**src/hw/rtl/chkv_pkg.sv**
```systemverilog
// Shared types and codes for the chained hash key-value map.
package chkv_pkg;

   typedef enum logic [1:0] {
      CMD_SET        = 2'd0,
      CMD_GET        = 2'd1,
      CMD_REMOVE     = 2'd2,
      CMD_GET_REMOVE = 2'd3
   } cmd_type;

   typedef enum logic [1:0] {
      ST_FOUND  = 2'd0,
      ST_ABSENT = 2'd1,
      ST_FULL   = 2'd2
   } status_type;

   // controller -> datapath
   typedef struct packed {
      logic load_req;     // capture request, fetch bucket head
      logic read_entry;   // read key/value/link of current entry
      logic step;         // advance walk to the link just read
      logic set_value;    // overwrite value of found entry
      logic alloc;        // take entry from pool and link at bucket head
      logic unlink;       // unlink found entry and push onto free list
      logic load_result;  // capture status and value into the output register
      logic send_done;    // output transfer completed
   } ctrl_type;

   // datapath -> controller
   typedef struct packed {
      logic cur_nil;
      logic key_match;
      logic step_limit;
      logic pool_empty;
      logic rsp_busy;
      cmd_type cmd;
   } stat_type;

endpackage

```
**src/hw/rtl/chkv_ctrl.sv**
```systemverilog
// Controller state machine for the chained hash key-value map.
module chkv_ctrl
   import chkv_pkg::*;
(
   input  logic     clock,
   input  logic     reset,
   input  logic     req_tvalid,
   output logic     req_tready,
   input  logic     rsp_tready,
   input  stat_type stat,
   output ctrl_type ctrl
);

   typedef enum logic [2:0] {
      S_IDLE,
      S_HEAD,
      S_READ,
      S_CHECK,
      S_ACT,
      S_OUT
   } state_type;

   state_type state_ff, state_in;
   logic      found_ff, found_in;

   always_comb begin
      state_in = state_ff;
      found_in = found_ff;
      ctrl     = '0;
      req_tready = (state_ff == S_IDLE);
      ctrl.send_done = stat.rsp_busy && rsp_tready;
      unique case (state_ff)
         S_IDLE: begin
            if (req_tvalid) begin
               ctrl.load_req = 1'b1;
               state_in = S_HEAD;
            end
         end
         S_HEAD: begin
            // bucket head is being loaded into the walk pointer
            state_in = S_READ;
         end
         S_READ: begin
            if (stat.cur_nil) begin
               found_in = 1'b0;
               state_in = S_ACT;
            end else begin
               ctrl.read_entry = 1'b1;
               state_in = S_CHECK;
            end
         end
         S_CHECK: begin
            if (stat.key_match) begin
               found_in = 1'b1;
               state_in = S_ACT;
            end else begin
               ctrl.step = 1'b1;
               if (stat.step_limit) begin
                  found_in = 1'b0;
                  state_in = S_ACT;
               end else begin
                  state_in = S_READ;
               end
            end
         end
         S_ACT: begin
            if (!stat.rsp_busy || rsp_tready) begin
               ctrl.load_result = 1'b1;
               if (stat.cmd == CMD_SET) begin
                  if (found_ff) ctrl.set_value = 1'b1;
                  else if (!stat.pool_empty) ctrl.alloc = 1'b1;
               end else if (found_ff && stat.cmd != CMD_GET) begin
                  ctrl.unlink = 1'b1;
               end
               state_in = S_OUT;
            end
         end
         S_OUT: state_in = S_IDLE;
         default: state_in = S_IDLE;
      endcase
   end

   always_ff @(posedge clock) begin
      if (reset) begin
         state_ff <= S_IDLE;
         found_ff <= 1'b0;
      end else begin
         state_ff <= state_in;
         found_ff <= found_in;
      end
   end

endmodule

```
**config.mk**
```make
export PLATFORM = sky130hd
export DESIGN_NAME = chkv_ctrl
export DESIGN_NICKNAME = d
export VERILOG_FILES = /design/src/hw/rtl/chkv_pkg.sv /design/src/hw/rtl/chkv_ctrl.sv
export SDC_FILE = /design/constraint.sdc
export NUM_CORES = 1
export LEC_CHECK = 0
export BUFFER_PORTS_ARGS = -buffer_cell sky130_fd_sc_hd__buf_2
export CORE_AREA = 2 2 39 41
export DETAILED_ROUTE_END_ITERATION = 12
export DIE_AREA = 0 0 41 43
export SYNTH_ARGS = -nofsm -noshare
export SYNTH_HDL_FRONTEND = slang
export SYNTH_SLANG_ARGS = --single-unit
```
**constraint.sdc**
```tcl
create_clock -name clock -period 0.9 [get_ports clock]
set_input_delay 0.045 -clock clock [delete_from_list [all_inputs] [get_ports clock]]
set_output_delay 0.045 -clock clock [all_outputs]
set_load 0.01 [all_outputs]
```
==> results.md <==
- Cell mode on critical path: and3_4
- Largest area contributor in the netlist: dfxtp_1
- Most common cell in the synthesized netlist: nor2_1
- Clock sinks: 4
- Status: complete, but fails checks
- Crit path required time: 0.85 ns
- WL/cell: 12.5 microns
- CTS H-Tree Depth: 1
- Setup CP Type: flip-flop to output pin
- CTS tree: built
- Post-layout min period: 1.22 ns
- Final setup violating endpoints: 12
- Iter 0 DRT Violations: 8
- Cell area after synthesis: 305 sq um
- Pins Over Slew Limit: 0
- Main synth FF type: dfxtp_1
- Total global routing track utilization: 14.7%
- Drt pass-1 iters: 2
- Final period util: 136%
- RSZ-0062 raised after global routing: yes
- Vias in the first global route: 436
- Die Ht: 43 microns
- HP Class: input port to flip-flop
- Filler cells: 130
- Fmax: 819 MHz
- Syn Nets: 52
- Area growth from synthesis to layout: 134%
- Skew final: 0.00288 ns
- Pleak: 0.321 nW
- Most frequent cells after synthesis: 6 x nor2_1, 4 x and3_1, 4 x dfxtp_1, 4 x nor3_1, 3 x nand2_1
- CP cell instances: nor2_4 > and3_4 > and3_4 > buf_6
- Nets@finish: 90
- Power, Total: 0.974 mW
- Crit-path max cell delay: 0.37 ns
- Antenna Nets Post-Route: 0
- Top-area cell type share of the netlist area: 26.2%
- Mapped Cells: 41
- Post-synthesis sequential area ratio: 26.2%
- Actual slew at the worst max-slew pin: 0.207 ns
- Final Util: 51.7%
- FFs w/ async S/R, synth: 0%
- Root Driver: clkbuf_4
- Die area: 1760 sq um
- Yosys cell types: 21
- Cts hold-fix bufs: 0
- CTS Buf Count: 3
- First-pass GRT wire length: 1.73 mm
- Synthesized area per cell: 7.45 sq um
- Drt drc: 0
- Gp weighted congestion: 0.728
- Share of layout cells above drive strength 1: 77.9%
- Final worst setup slack: -0.322 ns
- Top cells by area, synth: dfxtp_1 26%, and3_1 8.2%, buf_6 7.4%
- Routed wire length: 1.17 mm
- Initial Util: 22.1%
- Crit end category: output pin
- Seq cells post-synth: 4
- CP max-delay cell: dfxtp_4
- Number of synthesized flops with an enable pin: 0
- Die W: 41 microns
- Number of max-cap violations: 0
- Hold Fails Final Rpt: 0
- CTS max path bufs: 2
- Skew-Pair Late Insertion Delay: 0.23 ns
- Initial antenna violation count: 0
- Largest net degree at the start of global routing: 7
- Final setup TNS: -2.79 ns
- I/O pin cnt: 20
- Startpoint Class: flip-flop
- Relative slew margins: 86.0%
- Critical path arrival: 1.18 ns
- Row Count: 14
- Core Region: 1380 sq um
- CP max FO: 4
- Vias: 444
- Failing checks: setup timing
- Worst vdd ir: 0.719 mV
- Vias/cell: 4.77
- IO buf count: 19
- Setup WS pre-CTS: -0.111 ns
- Ant diodes: 0
- Yosys warnings: 0
- Post-DP HPWL: 692 microns
- Pwr/cell area: 1360 nW/um^2
- Total global routing overflow: 0
- Worst-path clk slew: 0.03 ns
==> worst max-delay path: cells and delay by family (launching register included) <==
kind          cells  cell delay, ns
simple gates      3            0.50
flops             1            0.37
buf+inv           1            0.09
==> state kept, by name, summed over array words and instances, names as in the netlist <==
signal	count
state_ff	3
found_ff	1
==> final timing paths <==
path / cells after the start / end / start / slack, ns
worst min-delay path: 2 / state_ff[2]$_SDFFE_PP0P_ / reset / 0.04
worst max-delay path: 4 / ctrl[2] / state_ff[0]$_SDFFE_PP0P_ / -0.32
worst min register to register: 2 / state_ff[2]$_SDFFE_PP0P_ / state_ff[2]$_SDFFE_PP0P_ / 0.53
worst max register to register: 5 / state_ff[0]$_SDFFE_PP0P_ / state_ff[0]$_SDFFE_PP0P_ / -0.20
==> timing repair <==
item                                    4_1_cts  5_1_grt
endpoints found under the setup margin       12       12
setup buffers                                 9        2
resized for setup                            18        9
pin swaps                                    11        9
==> logic make-up after synthesis <==
logic type	after synthesis	synth area share [%]
buffers and inverters	4	10.2
and+or+nand+nor	25	43.8
DFF	4	26.2
AOI/OAI and AO/OA	8	19.7
==> placed cells by master, fill, tap and decap left out, types with 2 or more instances in the layout <==
cell type / Yosys / final
and2_1: 2 / 2
dfxtp_4: 0 / 3
buf_6: 2 / 11
nor2_1: 6 / 4
o21ai_2: 1 / 2
nor3_2: 0 / 3
nor2_4: 0 / 2
clkbuf_4: 0 / 3
and3_4: 0 / 4
buf_2: 1 / 15
nand2_1: 3 / 2
nand2b_4: 0 / 2
buf_4: 0 / 8
==> power by group <==
part,total (mW),internal (mW),switching [mW]
registers,0.246,0.202,0.0432
logic,0.519,0.321,0.198
clock network,0.210,0.148,0.0614
==> cell type report <==
| type | count | area [sq um] | share of cell area, % |
|---|---|---|---|
| tap | 16 | 20.0 | 2.80 |
| sequential | 4 | 91.3 | 12.8 |
| multi-input combinational | 33 | 284 | 39.7 |
| timing repair buffer | 36 | 294 | 41.1 |
| inverter | 1 | 3.75 | 0.524 |
| clock buffer | 3 | 22.5 | 3.15 |
==> through the flow <==
| stage | cells | area [sq um] | hold WS (ns) |
|---|---|---|---|
| finish | 93 | 716 | 0.0379 |
| global route | 93 | 716 | 0.0239 |
| global placement | 79 | 488 | 0.261 |
| detailed placement | 79 | 488 | 0.264 |
| CTS | 91 | 666 | 0.00940 |
| floorplan | 41 | 355 | 0.107 |
==> layer usage <==
layer | routed length, microns | share of wire (%) | GRT usage (%) | vias up
met5 | 0 | 0 | 0 | -
met4 | 40 | 3.4 | 10.0 | 0
met3 | 37 | 3.2 | 5.76 | 4
met2 | 634 | 54 | 23.8 | 15
met1 | 452 | 39 | 14.2 | 209
li1 | - | - | - | 216
No activity file was read; power rests on OpenSTA's default activity.
